==> src/rtl/core/lac_pkg.sv <==
package lac_pkg;

   // Field widths fixed by the channel format
   localparam int COLOR_BITS     = 8;
   localparam int OPACITY_BITS   = 7;
   localparam int LAYER_BITS     = 2;
   localparam int CSR_INDEX_BITS = 3;
   localparam int CSR_DATA_BITS  = 7;

   // Register map
   localparam logic [CSR_INDEX_BITS-1:0] CSR_OPACITY_BASE = 3'd0;
   localparam logic [CSR_INDEX_BITS-1:0] CSR_INCLUDE_MASK = 3'd4;

   // Opacity is a percentage; larger register values saturate here
   localparam logic [OPACITY_BITS-1:0] OPACITY_FULL = 7'd100;

   // Blend weight scale = opacity * alpha, divided by 100 * 255
   localparam int SCALE_BITS = OPACITY_BITS + COLOR_BITS;
   localparam int DIVISOR    = 25500;
   localparam int DIV_BITS   = 15;

   // Queue between classifier and blend engine
   localparam int QPTR_BITS   = 1;
   localparam int QUEUE_DEPTH = 1 << QPTR_BITS;

   typedef logic [SCALE_BITS-1:0] scale_type;
   typedef logic [COLOR_BITS-1:0] color_type;

   typedef struct packed {
      logic      used;
      logic      last;
      scale_type scale;
      color_type red;
      color_type green;
      color_type blue;
   } entry_type;

endpackage

==> src/rtl/core/lac_front.sv <==
module lac_front #(
   parameter int LAYER_COUNT = 4
) (
   input  logic                                 clock,
   input  logic                                 reset,
   input  logic                                 req_valid,
   output logic                                 req_stall,
   input  logic [lac_pkg::LAYER_BITS-1:0]       req_layer_number,
   input  logic [lac_pkg::COLOR_BITS-1:0]       req_in_red,
   input  logic [lac_pkg::COLOR_BITS-1:0]       req_in_green,
   input  logic [lac_pkg::COLOR_BITS-1:0]       req_in_blue,
   input  logic [lac_pkg::COLOR_BITS-1:0]       req_in_alpha,
   input  logic                                 req_last_layer,
   input  logic                                 csr_valid,
   input  logic                                 csr_ready,
   input  logic [lac_pkg::CSR_INDEX_BITS-1:0]   csr_index,
   input  logic [lac_pkg::CSR_DATA_BITS-1:0]    csr_data,
   input  logic                                 q_full,
   output logic                                 q_push,
   output lac_pkg::entry_type                   q_push_data
);

   logic [lac_pkg::OPACITY_BITS-1:0] opacity_ff [LAYER_COUNT];
   logic [lac_pkg::OPACITY_BITS-1:0] opacity_in [LAYER_COUNT];
   logic [LAYER_COUNT-1:0]           mask_ff;
   logic [LAYER_COUNT-1:0]           mask_in;
   logic                             csr_write;
   logic [lac_pkg::OPACITY_BITS-1:0] layer_opacity;
   logic [lac_pkg::OPACITY_BITS-1:0] clamped_opacity;
   logic                             layer_used;

   assign csr_write = csr_valid && csr_ready;

   // Decode register writes; indexes off the map are dropped
   always_comb begin
      for (int i = 0; i < LAYER_COUNT; i++) begin
         opacity_in[i] = opacity_ff[i];
         if (csr_write && csr_index == lac_pkg::CSR_OPACITY_BASE + 3'(i)) begin
            opacity_in[i] = csr_data[lac_pkg::OPACITY_BITS-1:0];
         end
      end
      mask_in = mask_ff;
      if (csr_write && csr_index == lac_pkg::CSR_INCLUDE_MASK) begin
         mask_in = csr_data[LAYER_COUNT-1:0];
      end
   end

   always_ff @(posedge clock) begin
      if (reset) begin
         for (int i = 0; i < LAYER_COUNT; i++) begin
            opacity_ff[i] <= lac_pkg::OPACITY_FULL;
         end
         mask_ff <= '1;
      end else begin
         opacity_ff <= opacity_in;
         mask_ff    <= mask_in;
      end
   end

   // Look up the layer; layers past the configured count stay excluded
   always_comb begin
      layer_opacity = '0;
      layer_used    = 1'b0;
      for (int i = 0; i < LAYER_COUNT; i++) begin
         if (req_layer_number == lac_pkg::LAYER_BITS'(i)) begin
            layer_opacity = opacity_ff[i];
            layer_used    = mask_ff[i];
         end
      end
      clamped_opacity = (layer_opacity > lac_pkg::OPACITY_FULL) ?
                        lac_pkg::OPACITY_FULL : layer_opacity;
   end

   // Classify the beat and push it to the queue
   assign req_stall = q_full;
   assign q_push    = req_valid && !q_full;

   always_comb begin
      q_push_data.used  = layer_used;
      q_push_data.last  = req_last_layer;
      q_push_data.scale = lac_pkg::SCALE_BITS'(clamped_opacity) *
                          lac_pkg::SCALE_BITS'(req_in_alpha);
      q_push_data.red   = req_in_red;
      q_push_data.green = req_in_green;
      q_push_data.blue  = req_in_blue;
   end

endmodule

==> src/rtl/core/lac_queue.sv <==
module lac_queue (
   input  logic               clock,
   input  logic               reset,
   input  logic               push,
   input  lac_pkg::entry_type push_data,
   output logic               full,
   input  logic               pop,
   output lac_pkg::entry_type pop_data,
   output logic               empty
);

   lac_pkg::entry_type               slot_ff [lac_pkg::QUEUE_DEPTH];
   logic [lac_pkg::QPTR_BITS-1:0]    wr_ptr_ff;
   logic [lac_pkg::QPTR_BITS-1:0]    wr_ptr_in;
   logic [lac_pkg::QPTR_BITS-1:0]    rd_ptr_ff;
   logic [lac_pkg::QPTR_BITS-1:0]    rd_ptr_in;
   logic [lac_pkg::QPTR_BITS:0]      count_ff;
   logic [lac_pkg::QPTR_BITS:0]      count_in;

   assign full     = (count_ff == (lac_pkg::QPTR_BITS + 1)'(lac_pkg::QUEUE_DEPTH));
   assign empty    = (count_ff == '0);
   assign pop_data = slot_ff[rd_ptr_ff];

   // Advance pointers and occupancy
   always_comb begin
      wr_ptr_in = push ? wr_ptr_ff + 1'b1 : wr_ptr_ff;
      rd_ptr_in = pop  ? rd_ptr_ff + 1'b1 : rd_ptr_ff;
      count_in  = count_ff;
      if (push && !pop) begin
         count_in = count_ff + 1'b1;
      end else if (pop && !push) begin
         count_in = count_ff - 1'b1;
      end
   end

   always_ff @(posedge clock) begin
      if (reset) begin
         wr_ptr_ff <= '0;
         rd_ptr_ff <= '0;
         count_ff  <= '0;
      end else begin
         wr_ptr_ff <= wr_ptr_in;
         rd_ptr_ff <= rd_ptr_in;
         count_ff  <= count_in;
      end
   end

   // Store pushed beats
   always_ff @(posedge clock) begin
      if (push) begin
         slot_ff[wr_ptr_ff] <= push_data;
      end
   end

   a_no_overflow: assert property (@(posedge clock) disable iff (reset)
      !(push && full && !pop))
      else $error("queue push while full");

   a_no_underflow: assert property (@(posedge clock) disable iff (reset)
      !(pop && empty))
      else $error("queue pop while empty");

endmodule

==> src/rtl/core/lac_blend.sv <==
module lac_blend #(
   parameter int FRACTION_BITS = 16
) (
   input  logic                           clock,
   input  logic                           reset,
   input  logic                           q_empty,
   input  lac_pkg::entry_type             q_data,
   output logic                           q_pop,
   output logic                           rsp_valid,
   input  logic                           rsp_stall,
   output logic [lac_pkg::COLOR_BITS-1:0] rsp_out_red,
   output logic [lac_pkg::COLOR_BITS-1:0] rsp_out_green,
   output logic [lac_pkg::COLOR_BITS-1:0] rsp_out_blue,
   output logic [lac_pkg::COLOR_BITS-1:0] rsp_out_alpha
);

   // Coverage width, 1.0 included
   localparam int RW = FRACTION_BITS + 1;
   // First reciprocal step: split coverage by the divisor
   localparam int N1  = (RW > 16) ? RW : 16;
   localparam int S1  = N1 + lac_pkg::DIV_BITS;
   localparam int MW1 = N1 + 1;
   localparam int PW1 = N1 + MW1;
   localparam int QW1 = PW1 - S1;
   localparam longint unsigned M1 =
      ((64'd1 << S1) + lac_pkg::DIVISOR - 1) / lac_pkg::DIVISOR;
   // Second reciprocal step: remainder times scale by the divisor
   localparam int YW  = lac_pkg::DIV_BITS + lac_pkg::SCALE_BITS;
   localparam int S2  = YW + lac_pkg::DIV_BITS;
   localparam int MW2 = YW + 1;
   localparam int PW2 = YW + MW2;
   localparam longint unsigned M2 =
      ((64'd1 << S2) + lac_pkg::DIVISOR - 1) / lac_pkg::DIVISOR;
   localparam int QKW = QW1 + lac_pkg::SCALE_BITS;
   localparam int SW  = FRACTION_BITS + lac_pkg::COLOR_BITS;

   localparam logic [MW1-1:0] RECIP1 = MW1'(M1);
   localparam logic [MW2-1:0] RECIP2 = MW2'(M2);
   localparam logic [lac_pkg::DIV_BITS-1:0] DIV_VAL = lac_pkg::DIV_BITS'(lac_pkg::DIVISOR);
   localparam logic [RW-1:0] COVER_ONE = {1'b1, {FRACTION_BITS{1'b0}}};

   typedef enum logic [5:0] {
      ST_IDLE   = 6'b000001,
      ST_REMAIN = 6'b000010,
      ST_SCALE  = 6'b000100,
      ST_RECIP  = 6'b001000,
      ST_ACCUM  = 6'b010000,
      ST_FINISH = 6'b100000
   } state_type;

   state_type                        state_ff, state_in;
   lac_pkg::entry_type               cur_ff, cur_in;
   logic [RW-1:0]                    cover_ff, cover_in;
   logic [SW-1:0]                    sum_red_ff, sum_red_in;
   logic [SW-1:0]                    sum_green_ff, sum_green_in;
   logic [SW-1:0]                    sum_blue_ff, sum_blue_in;
   logic [PW1-1:0]                   prod1_ff, prod1_in;
   logic [QW1-1:0]                   q1_ff, q1_in;
   logic [lac_pkg::DIV_BITS-1:0]     rem_ff, rem_in;
   logic [YW-1:0]                    bk_ff, bk_in;
   logic [QKW-1:0]                   q1k_ff, q1k_in;
   logic [PW2-1:0]                   prod2_ff, prod2_in;
   logic                             rsp_valid_ff, rsp_valid_in;
   logic [lac_pkg::COLOR_BITS-1:0]   red_ff, red_in;
   logic [lac_pkg::COLOR_BITS-1:0]   green_ff, green_in;
   logic [lac_pkg::COLOR_BITS-1:0]   blue_ff, blue_in;
   logic [lac_pkg::COLOR_BITS-1:0]   alpha_ff, alpha_in;

   logic [N1-1:0]                    cover_ext;
   logic [QW1+lac_pkg::DIV_BITS-1:0] q1_times_d;
   logic [N1-1:0]                    rem_full;
   logic [RW-1:0]                    weight;
   logic [RW-1:0]                    covered;
   logic [RW+lac_pkg::COLOR_BITS-1:0] alpha_prod;
   logic                             out_free;

   assign cover_ext  = N1'(cover_ff);
   assign q1_times_d = (QW1 + lac_pkg::DIV_BITS)'(prod1_ff[PW1-1:S1]) *
                       (QW1 + lac_pkg::DIV_BITS)'(DIV_VAL);
   assign rem_full   = cover_ext - N1'(q1_times_d);
   assign weight     = RW'(q1k_ff) + RW'(prod2_ff[PW2-1:S2]);
   assign covered    = COVER_ONE - cover_ff;
   assign alpha_prod = {covered, {lac_pkg::COLOR_BITS{1'b0}}} -
                       (RW + lac_pkg::COLOR_BITS)'(covered);
   assign out_free   = !rsp_valid_ff || !rsp_stall;
   assign q_pop      = (state_ff == ST_IDLE) && !q_empty;

   // Sequence one sample through the weight computation
   always_comb begin
      state_in     = state_ff;
      cur_in       = cur_ff;
      cover_in     = cover_ff;
      sum_red_in   = sum_red_ff;
      sum_green_in = sum_green_ff;
      sum_blue_in  = sum_blue_ff;
      prod1_in     = prod1_ff;
      q1_in        = q1_ff;
      rem_in       = rem_ff;
      bk_in        = bk_ff;
      q1k_in       = q1k_ff;
      prod2_in     = prod2_ff;
      red_in       = red_ff;
      green_in     = green_ff;
      blue_in      = blue_ff;
      alpha_in     = alpha_ff;
      rsp_valid_in = rsp_valid_ff && rsp_stall;

      case (state_ff)
         ST_IDLE: begin
            // Coverage over divisor, by reciprocal
            prod1_in = PW1'(cover_ext) * PW1'(RECIP1);
            if (!q_empty) begin
               cur_in = q_data;
               if (q_data.used) begin
                  state_in = ST_REMAIN;
               end else if (q_data.last) begin
                  state_in = ST_FINISH;
               end
            end
         end
         ST_REMAIN: begin
            q1_in    = prod1_ff[PW1-1:S1];
            rem_in   = rem_full[lac_pkg::DIV_BITS-1:0];
            state_in = ST_SCALE;
         end
         ST_SCALE: begin
            bk_in    = YW'(rem_ff) * YW'(cur_ff.scale);
            q1k_in   = QKW'(q1_ff) * QKW'(cur_ff.scale);
            state_in = ST_RECIP;
         end
         ST_RECIP: begin
            prod2_in = PW2'(bk_ff) * PW2'(RECIP2);
            state_in = ST_ACCUM;
         end
         ST_ACCUM: begin
            // Accumulate weighted color and drop coverage
            cover_in     = cover_ff - weight;
            sum_red_in   = sum_red_ff + SW'(weight) * SW'(cur_ff.red);
            sum_green_in = sum_green_ff + SW'(weight) * SW'(cur_ff.green);
            sum_blue_in  = sum_blue_ff + SW'(weight) * SW'(cur_ff.blue);
            state_in     = cur_ff.last ? ST_FINISH : ST_IDLE;
         end
         ST_FINISH: begin
            // Emit the pixel once the output register is free, then clear
            if (out_free) begin
               red_in       = sum_red_ff[FRACTION_BITS +: lac_pkg::COLOR_BITS];
               green_in     = sum_green_ff[FRACTION_BITS +: lac_pkg::COLOR_BITS];
               blue_in      = sum_blue_ff[FRACTION_BITS +: lac_pkg::COLOR_BITS];
               alpha_in     = alpha_prod[FRACTION_BITS +: lac_pkg::COLOR_BITS];
               rsp_valid_in = 1'b1;
               cover_in     = COVER_ONE;
               sum_red_in   = '0;
               sum_green_in = '0;
               sum_blue_in  = '0;
               state_in     = ST_IDLE;
            end
         end
         default: begin
            state_in = ST_IDLE;
         end
      endcase
   end

   always_ff @(posedge clock) begin
      if (reset) begin
         state_ff     <= ST_IDLE;
         cover_ff     <= COVER_ONE;
         sum_red_ff   <= '0;
         sum_green_ff <= '0;
         sum_blue_ff  <= '0;
         rsp_valid_ff <= 1'b0;
      end else begin
         state_ff     <= state_in;
         cover_ff     <= cover_in;
         sum_red_ff   <= sum_red_in;
         sum_green_ff <= sum_green_in;
         sum_blue_ff  <= sum_blue_in;
         rsp_valid_ff <= rsp_valid_in;
      end
   end

   // Datapath registers
   always_ff @(posedge clock) begin
      cur_ff   <= cur_in;
      prod1_ff <= prod1_in;
      q1_ff    <= q1_in;
      rem_ff   <= rem_in;
      bk_ff    <= bk_in;
      q1k_ff   <= q1k_in;
      prod2_ff <= prod2_in;
      red_ff   <= red_in;
      green_ff <= green_in;
      blue_ff  <= blue_in;
      alpha_ff <= alpha_in;
   end

   assign rsp_valid     = rsp_valid_ff;
   assign rsp_out_red   = red_ff;
   assign rsp_out_green = green_ff;
   assign rsp_out_blue  = blue_ff;
   assign rsp_out_alpha = alpha_ff;

   a_weight_bound: assert property (@(posedge clock) disable iff (reset)
      (state_ff == ST_ACCUM) |-> (weight <= cover_ff))
      else $error("blend weight exceeds remaining coverage");

   a_cover_bound: assert property (@(posedge clock) disable iff (reset)
      cover_ff <= COVER_ONE)
      else $error("remaining coverage above one");

   a_remainder: assert property (@(posedge clock) disable iff (reset)
      (state_ff == ST_SCALE) |-> (rem_ff < DIV_VAL))
      else $error("reciprocal remainder out of range");

   a_finish_clear: assert property (@(posedge clock) disable iff (reset)
      (state_ff == ST_FINISH && out_free) |=>
         (cover_ff == COVER_ONE && sum_red_ff == '0 && rsp_valid_ff))
      else $error("pixel state not cleared after emit");

endmodule

==> src/rtl/core/layer_alpha_compositor.sv <==
// The blend engine takes one sample at a time: an included sample runs through the remain,
//    scale, reciprocal and accumulate states before the next is popped, and a pixel is emitted
//    in the finish state; the coverage feedback through the reciprocal multiply steps sets this.
// A 2-beat queue lets req keep being accepted, until it is full, while the engine or rsp is busy.
// Reset (synchronous, active high) clears the pixel state to full coverage and zero sums,
//    empties the queue, and sets every opacity to 100 and all include bits.
module layer_alpha_compositor #(
   parameter int LAYER_COUNT   = 4,
   parameter int FRACTION_BITS = 16
) (
   input  logic                                 clock,
   input  logic                                 reset,
   input  logic                                 req_valid,
   output logic                                 req_stall,
   input  logic [lac_pkg::LAYER_BITS-1:0]       req_layer_number,
   input  logic [lac_pkg::COLOR_BITS-1:0]       req_in_red,
   input  logic [lac_pkg::COLOR_BITS-1:0]       req_in_green,
   input  logic [lac_pkg::COLOR_BITS-1:0]       req_in_blue,
   input  logic [lac_pkg::COLOR_BITS-1:0]       req_in_alpha,
   input  logic                                 req_last_layer,
   output logic                                 rsp_valid,
   input  logic                                 rsp_stall,
   output logic [lac_pkg::COLOR_BITS-1:0]       rsp_out_red,
   output logic [lac_pkg::COLOR_BITS-1:0]       rsp_out_green,
   output logic [lac_pkg::COLOR_BITS-1:0]       rsp_out_blue,
   output logic [lac_pkg::COLOR_BITS-1:0]       rsp_out_alpha,
   input  logic                                 csr_valid,
   output logic                                 csr_ready,
   input  logic [lac_pkg::CSR_INDEX_BITS-1:0]   csr_index,
   input  logic [lac_pkg::CSR_DATA_BITS-1:0]    csr_data
);

   logic               q_full;
   logic               q_empty;
   logic               q_push;
   logic               q_pop;
   lac_pkg::entry_type q_push_data;
   lac_pkg::entry_type q_pop_data;

   // Register writes are always taken
   assign csr_ready = 1'b1;

   lac_front #(
      .LAYER_COUNT (LAYER_COUNT)
   ) u_front (
      .clock            (clock),
      .reset            (reset),
      .req_valid        (req_valid),
      .req_stall        (req_stall),
      .req_layer_number (req_layer_number),
      .req_in_red       (req_in_red),
      .req_in_green     (req_in_green),
      .req_in_blue      (req_in_blue),
      .req_in_alpha     (req_in_alpha),
      .req_last_layer   (req_last_layer),
      .csr_valid        (csr_valid),
      .csr_ready        (csr_ready),
      .csr_index        (csr_index),
      .csr_data         (csr_data),
      .q_full           (q_full),
      .q_push           (q_push),
      .q_push_data      (q_push_data)
   );

   lac_queue u_queue (
      .clock     (clock),
      .reset     (reset),
      .push      (q_push),
      .push_data (q_push_data),
      .full      (q_full),
      .pop       (q_pop),
      .pop_data  (q_pop_data),
      .empty     (q_empty)
   );

   lac_blend #(
      .FRACTION_BITS (FRACTION_BITS)
   ) u_blend (
      .clock         (clock),
      .reset         (reset),
      .q_empty       (q_empty),
      .q_data        (q_pop_data),
      .q_pop         (q_pop),
      .rsp_valid     (rsp_valid),
      .rsp_stall     (rsp_stall),
      .rsp_out_red   (rsp_out_red),
      .rsp_out_green (rsp_out_green),
      .rsp_out_blue  (rsp_out_blue),
      .rsp_out_alpha (rsp_out_alpha)
   );

endmodule
==> config.mk <==
export PLATFORM = sky130hd
export DESIGN_NAME = layer_alpha_compositor
export DESIGN_NICKNAME = d
export VERILOG_FILES = /design/src/rtl/core/lac_pkg.sv /design/src/rtl/core/lac_front.sv /design/src/rtl/core/lac_queue.sv /design/src/rtl/core/lac_blend.sv /design/src/rtl/core/layer_alpha_compositor.sv
export SDC_FILE = /design/constraint.sdc
export NUM_CORES = 2
export LEC_CHECK = 0
export ABC_AREA = 1
export BUFFER_PORTS_ARGS = -buffer_cell sky130_fd_sc_hd__buf_2
export CAP_MARGIN = 20
export CORE_MARGIN = 4
export CORE_UTILIZATION = 60
export CTS_BUF_LIST = sky130_fd_sc_hd__clkbuf_4 sky130_fd_sc_hd__clkbuf_8
export DETAILED_ROUTE_END_ITERATION = 16
export GPL_TIMING_DRIVEN = 1
export PLACE_DENSITY = 0.75
export SKIP_LAST_GASP = 1
export SYNTH_ARGS = -nofsm -noshare
export SYNTH_HDL_FRONTEND = slang
export SYNTH_SLANG_ARGS = --single-unit
==> constraint.sdc <==
create_clock -name clock -period 6.65 [get_ports clock]
set_clock_uncertainty 0.15 [all_clocks]
set_input_delay 1.33 -clock clock [delete_from_list [all_inputs] [get_ports clock]]
set_output_delay 1.33 -clock clock [all_outputs]
set_load 0.05 [all_outputs]
# Yosys cells after proc, flatten, opt, wreduce, memory -nomap -nowiden
# Memories as Yosys holds them, arrays and structs flattened. A register that Yosys moved wholly into a read port is not among the register bits.
# Cells that the tools add are included.
classes:
  addsub: 12
  n_mul: 9
  n_div: 0
  order_cmp: 1
  n_eq_ne: 17
  n_shift: 0
  n_mux: 29
  bitwise: 1
  reduce_logical: 26
ops:
  columns: ["op", "n"]
  rows:
  - ["case mux 24 bit (2 select lines)", 3]
  - ["adder 24 bit", 3]
  - ["multiplier 17 x 8 -> 24 bit", 3]
  - ["multiplier 30 x 30 -> 60 bit, second input constant", 1]
  - ["case mux 6 bit (6 select lines)", 1]
  - ["multiplier 17 x 18 -> 35 bit, second input constant", 1]
  - ["2-to-1 mux 7 bit", 5]
  - ["case mux 17 bit (2 select lines)", 1]
  - ["multiplier 15 x 15 -> 30 bit", 1]
  - ["2-to-1 mux 6 bit", 5]
  - ["2-to-1 mux 24 bit", 1]
  - ["subtractor 24 x 17 -> 24 bit", 1]
  - ["adder 17 x 16 -> 17 bit", 1]
  - ["multiplier 3 x 15 -> 17 bit", 1]
  - ["2-to-1 mux 17 bit", 1]
  - ["subtractor 17 bit", 1]
  - ["subtractor 17 bit, first input constant", 1]
  - ["multiplier 7 x 8 -> 15 bit", 1]
  - ["subtractor 15 bit", 1]
  - ["multiplier 3 x 13 -> 13 bit, second input constant", 1]
  - ["logical AND 1 bit", 10]
  - ["2-to-1 mux 1 bit", 10]
  - ["> comparator 7 bit, second input constant", 1]
  - ["== test 2 bit, second input constant", 3]
  - ["25 further kinds", 37]
totals:
  ff_bits: 364
  latch_bits: 0
  ram_bits: 82
  romBits: 0
  input_bits: 50
  output_inout_bits: 35
  wordCells: 125
  mem_count: 1
memory_table:
  columns: ["memory", "depth", "width", "read_ports", "rd_ports_with_merged_regs", "write_ports", "line", "rtl"]
  rows:
  - ["u_queue.slot_ff", 2, 41, 1, 1, 1, "lac_queue.sv:12", "lac_pkg::entry_type slot_ff [lac_pkg::QUEUE_DEPTH];"]

# Longest topological paths before layout
logic_depth:
  depth_word: 8
  ltp_mapped: 36
  ltp_nobuf: 35

# Cells and area by module
# Synthesis repeated with hierarchy kept, for this count alone.
hier_totals:
  hier_cells: 7138
  area_unflattened_um2: 61681.7
modules_own_cells:
  columns: ["mod", "instances", "cells_each", "area_each_um2", "seq_area_each_um2"]
  rows:
  - ["lac_blend", 1, 6496, 54732.5, 6606.3]
  - ["lac_front", 1, 479, 3545.9, 640.6]
  - ["lac_queue", 1, 161, 3392.0, 2562.5]
  - ["layer_alpha_compositor", 1, 2, 11.3, 0.0]

# Worst setup path after synthesis
# Ideal clock, no wire load.
synth_timing:
  path_kind: "input -> register"
  startpoint: "in req_layer_number[0] (netlist bit)"
  endpoint: "mem u_queue.slot_ff[0][38] (netlist bit) (data pin)"
  setup_ps: 269
  t_arrival_ps: 5696
  t_required_ps: 6231
  path_slack_ps: 535
  path_stages: 28
  n_path_buf: 1
  cell_sequence: "buf_2 -> nor2_1 -> inv_1 -> o221ai_1 -> o21ai_1 -> nand2_1 -> inv_1 -> o21ai_2 -> nand2_1 -> inv_2 -> nand2_1 -> fa_1 -> inv_1 -> ha_1 -> inv_1 -> fa_1 -> fa_1 -> inv_1 -> ha_1 -> nand3_1 -> nand3_1 -> nand2_1 -> nand2_1 -> a21oi_1 -> o21ai_0 -> nand3_1 -> o21ai_0 -> xor2_1"
synth_lines:
  columns: ["element", "line", "rtl"]
  rows:
  - ["start, declared", "layer_alpha_compositor.sv:15", "input logic [lac_pkg::LAYER_BITS-1:0] req_layer_number,"]
  - ["end, declared", "lac_queue.sv:12", null]

# Worst setup path after layout
layout_timing:
  startpoint: "reg u_blend.prod2_ff[45]"
  endpoint: "reg u_blend.sum_blue_ff[13]"
layout_via:
  elab_chain_cells: 4
layout_rtl:
  columns: ["element", "line", "rtl"]
  rows:
  - ["start, declared", "lac_blend.sv:62", "logic [PW2-1:0] prod2_ff, prod2_in;"]
  - ["start signal, assigned", "lac_blend.sv:190", "prod2_ff <= prod2_in;"]
  - ["adder 17 x 16 -> 17 bit", "lac_blend.sv:81", "assign weight = RW'(q1k_ff) + RW'(prod2_ff[PW2-1:S2]);"]
  - ["multiplier 17 x 8 -> 24 bit", "lac_blend.sv:140", "sum_blue_in = sum_blue_ff + SW'(weight) * SW'(cur_ff.blue);"]
  - ["adder 24 bit", "lac_blend.sv:140", null]
  - ["case mux 24 bit (2 select lines)", "lac_blend.sv:108", "case (state_ff)"]
  - ["end signal, assigned", "lac_blend.sv:177", "sum_blue_ff <= sum_blue_in;"]
  - ["end, declared", "lac_blend.sv:56", "logic [SW-1:0] sum_blue_ff, sum_blue_in;"]
# No other way between the ends.
# A chain may end at the register's enable or synchronous reset.

==> metrics.md <==
| Metric | Value |
|---|---|
| Outcome | `complete, no violations` |
| Crit path buffers/inverters | `8` |
| Post-synthesis xor/xnor area fraction | `about 1.6%` |
| Final net count | `around 9200` |
| Clock Sinks | `371` |
| Initial antenna violation count | `5` |
| Syn Area/Cell | `8.537 um^2` |
| H-Tree Depth | `3` |
| Yosys warnings | `0` |
| Synth area leader | `fa_1` |
| Fin util | `65.60%` |
| Most used cell, CP | `inv_1` |
| Post-Syn Instances | `slightly above 7000` |
| Hold Crit Class | `reg -> reg` |
| Hpwl dp | `~140000 um` |
| ANT nets after route | `0` |
| Final Cycle Share | `a little over nine tenths` |
| Final setup TNS | `0 ns` |
| Post-synthesis simple-gate area fraction | `between 10 and 15%` |
| RSZ-0062 raised after global routing | `true` |
| Grt peak-use layer | `met2` |
| Max cap viols | `0` |
| Synth Area in Compound Gates | `just under 7%` |
| Reg clk slew, reported paths | `around 0.050 ns` |
| Via count | `between 40000 and 50000` |
| Main synth FF type | `edfxtp_1` |
| Worst-skew pair later-pin latency | `approximately 0.75 ns` |
| Nature of the critical path endpoint | `register` |
| Die Ht | `approximately 330 um` |
| Met2 usage | `a little over half` |
| Setup violations, final | `0` |
| Buffers on Ports | `83` |
| Dpl cell area | `between 60000 and 70000 um^2` |
| DR pass1 iterations | `6` |
| Worst setup path class | `reg -> reg` |
| Mapped cell area | `61280 um^2` |
| Req. time, crit path | `between 7 and 8 ns` |
| Yosys cell types | `54` |
| M3 GR Usage | `7.006%` |
| Worst setup SP type | `register` |
| FILL cells | `8535` |
| First-pass GRT wire length | `approximately 270000 um` |
| Top delay family on crit path | `adder cells` |
| Worst Max-Slew Pin Slew | `around 1.1 ns` |
| Post-synthesis mux area share | `less than 1%` |
| Die area | `between 100000 and 150000 um^2` |
| Initial Util | `60.83%` |
| Layout cells sized above 1 | `6.876%` |
| Die width | `327.6 um` |
| Num CTS Buffers | `73` |
| Fmax | `154.9 MHz` |
| Slowest CP cell | `fa_1` |
| CTS tree | `yes` |
| DRT iter0 DRCs | `around 3600` |
| Fin. max-slew vios | `0` |
| Proportion of synthesized chip area in sequential cells | `about 16%` |
| Number of flops mapped to enable cells by yosys | `roughly 240` |
| #FFs+latches synth | `about 370` |
| DRC | `0` |
| Total Wirelength | `~170000 um` |
| Async SR Flop Fraction | `0%` |
| Most frequent cells in the layout | `1808 x inv_1, 1180 x nand2_1, 966 x fa_1, 843 x ha_1, 524 x nor2_1` |
| Synth top area share | `a little under a third` |
| Layout Area Growth over Synthesis | `7.843%` |
| Worst Path Max Fanout | `15` |
| Min Clock Period, post-route | `roughly 6.5 ns` |
| Top post-synthesis cells by area | `fa_1 32%, ha_1 17%, edfxtp_1 12%, inv_1 11%, nand2_1 7.2%` |
| Main combinational cell family by area after synthesis | `adder cells` |
| Vias in the first global route | `a little over 50000` |
| Most common cell after layout, fill and taps aside | `inv_1` |
| Synthesized-area fraction occupied by adder cells | `48.79%` |
| Core footprint | `slightly above 100000 um^2` |
| Routability cong. | `1.045` |
| Post-route cell area | `~66000 um^2` |
| Global Route Usage Sum | `~33%` |
| Clk root buf | `clkbuf_8` |
| WP data arrival | `approximately 6.9 ns` |
| Clock Path Buffers | `3` |
| Worst slew margin | `between 20% and 30%` |
| Final hold violations | `0` |
| Remaining Overflow, GRT | `0` |
| IO Count | `85` |
| Largest net degree at the start of global routing | `78` |
| Post-Syn Nets | `around 9000` |
| DR WL/cell | `between 15 and 20 um` |
| Num rows | `between 100 and 150` |
| Met1 Use GR | `approximately 43%` |
| CP peak stage delay | `approximately 0.56 ns` |
| Vias per cell | `5.510` |
## per-stage QoR
| step | hold WS (ns) | setup slack, ns | instances |
|---|---|---|---|
| floorplan | 0.2736 | 0.5346 | 7178 |
| global placement | 0.2812 | 0.05559 | 8613 |
| detailed placement | 0.2960 | 0.09519 | 8613 |
| CTS | 0.3136 | 0.1216 | 8746 |
| global route | 0.3291 | -0.09242 | 8778 |
| finish | 0.3116 | 0.1939 | 8778 |
## area by class of cell
class / instances / area (um^2) / share of cell area, %
multi-input cells: 4835 / 44230 / 66.94
flip-flops and latches: 371 / 9811 / 14.85
inverters: 1825 / 6859 / 10.38
repair buffers: 253 / 1718 / 2.600
well taps: 1357 / 1698 / 2.569
clock buffers: 96 / 1221 / 1.848
clock inverters: 37 / 531.8 / 0.8047
diodes: 4 / 10.01 / 0.01515
## worst register-to-register path: stages (launching register included)
cell,delay [ns]
edfxtp_1,0.36
ha_1,0.18
inv_1,0.06
fa_1,0.40
inv_1,0.07
nand2_1,0.05
nand2_1,0.08
nand2_1,0.09
o21bai_1,0.21
xor2_2,0.15
inv_4,0.22
nor2_1,0.12
fa_1,0.56
inv_1,0.06
fa_1,0.53
inv_1,0.06
fa_1,0.48
inv_1,0.05
fa_1,0.49
inv_1,0.05
ha_1,0.34
a21oi_1,0.22
o21ai_0,0.18
a21oi_1,0.29
o21ai_1,0.18
buf_4,0.17
o21ai_0,0.40
a21oi_1,0.12
## timing repair
item,in CTS,in global routing
setup endpoints to repair,0,37
hold buffers,0,0
resized for setup,0,56
buffers inserted,0,28
## worst paths after layout
kind                                                            from                              endpoint  slack, ns  depth (start not counted)
worst max register to register        u_blend.prod2_ff[45]$_DFFE_PP_  u_blend.sum_blue_ff[13]$_SDFFE_PP0P_       0.19                         27
worst min register to register  u_blend.sum_green_ff[1]$_SDFFE_PP0P_  u_blend.sum_green_ff[1]$_SDFFE_PP0P_       0.31                          2
worst max-delay path                  u_blend.prod2_ff[45]$_DFFE_PP_  u_blend.sum_blue_ff[13]$_SDFFE_PP0P_       0.19                         27
worst min-delay path            u_blend.sum_green_ff[1]$_SDFFE_PP0P_  u_blend.sum_green_ff[1]$_SDFFE_PP0P_       0.31                          2
## cell usage after synthesis (7+ instances only)
library cell and number:
edfxtp_1 238, nand4_1 40, o21ai_0 221, fa_1 966, buf_1 7, clkbuf_1 110, o21a_1 8, nand2_1 1183
o211ai_1 11, a21o_1 26, nand3_1 236, buf_2 21, inv_2 12, inv_1 1810, nor3_1 48, nand3b_1 9
xor2_1 78, a31oi_1 19, mux2_2 39, a21boi_0 10, o21bai_1 22, ha_1 844, nor4_1 19, a21oi_1 413
xnor2_1 28, dfxtp_1 133, or2_2 25, nor2_1 537
## state kept, by name (all words and copies together), names as in the netlist, 15 cells and up, named ones only
| name | cells |
|---|---|
| u_blend.sum_green_ff | 24 |
| u_front.opacity_ff | 28 |
| u_queue.slot_ff | 82 |
| u_blend.q1k_ff | 17 |
| u_blend.rem_ff | 15 |
| u_blend.sum_red_ff | 24 |
| u_blend.cur_ff | 40 |
| u_blend.cover_ext | 17 |
| u_blend.prod2_ff | 16 |
| u_blend.bk_ff | 30 |
| u_blend.sum_blue_ff | 24 |
## routing by layer
layer,part of all wire [%],up-vias
met4,5.0,2
met2,46,1986
li1,-,22470
met3,8.8,413
met1,41,23500
met5,0.0076,-
## kinds of logic (layout without fill, tap and decap cells)
family,after synthesis,after routing
buf+inv,1972,2211
simple gates,2112,2112
flops,371,371
compound gates,766,766
mux,39,39
xor+xnor,107,107
fa+ha+maj,1810,1810
other cells,1,5
Power is left out: the tool's default activity adds up to more than one toggle a clock period on the data nets, which glitch-free logic cannot reach.
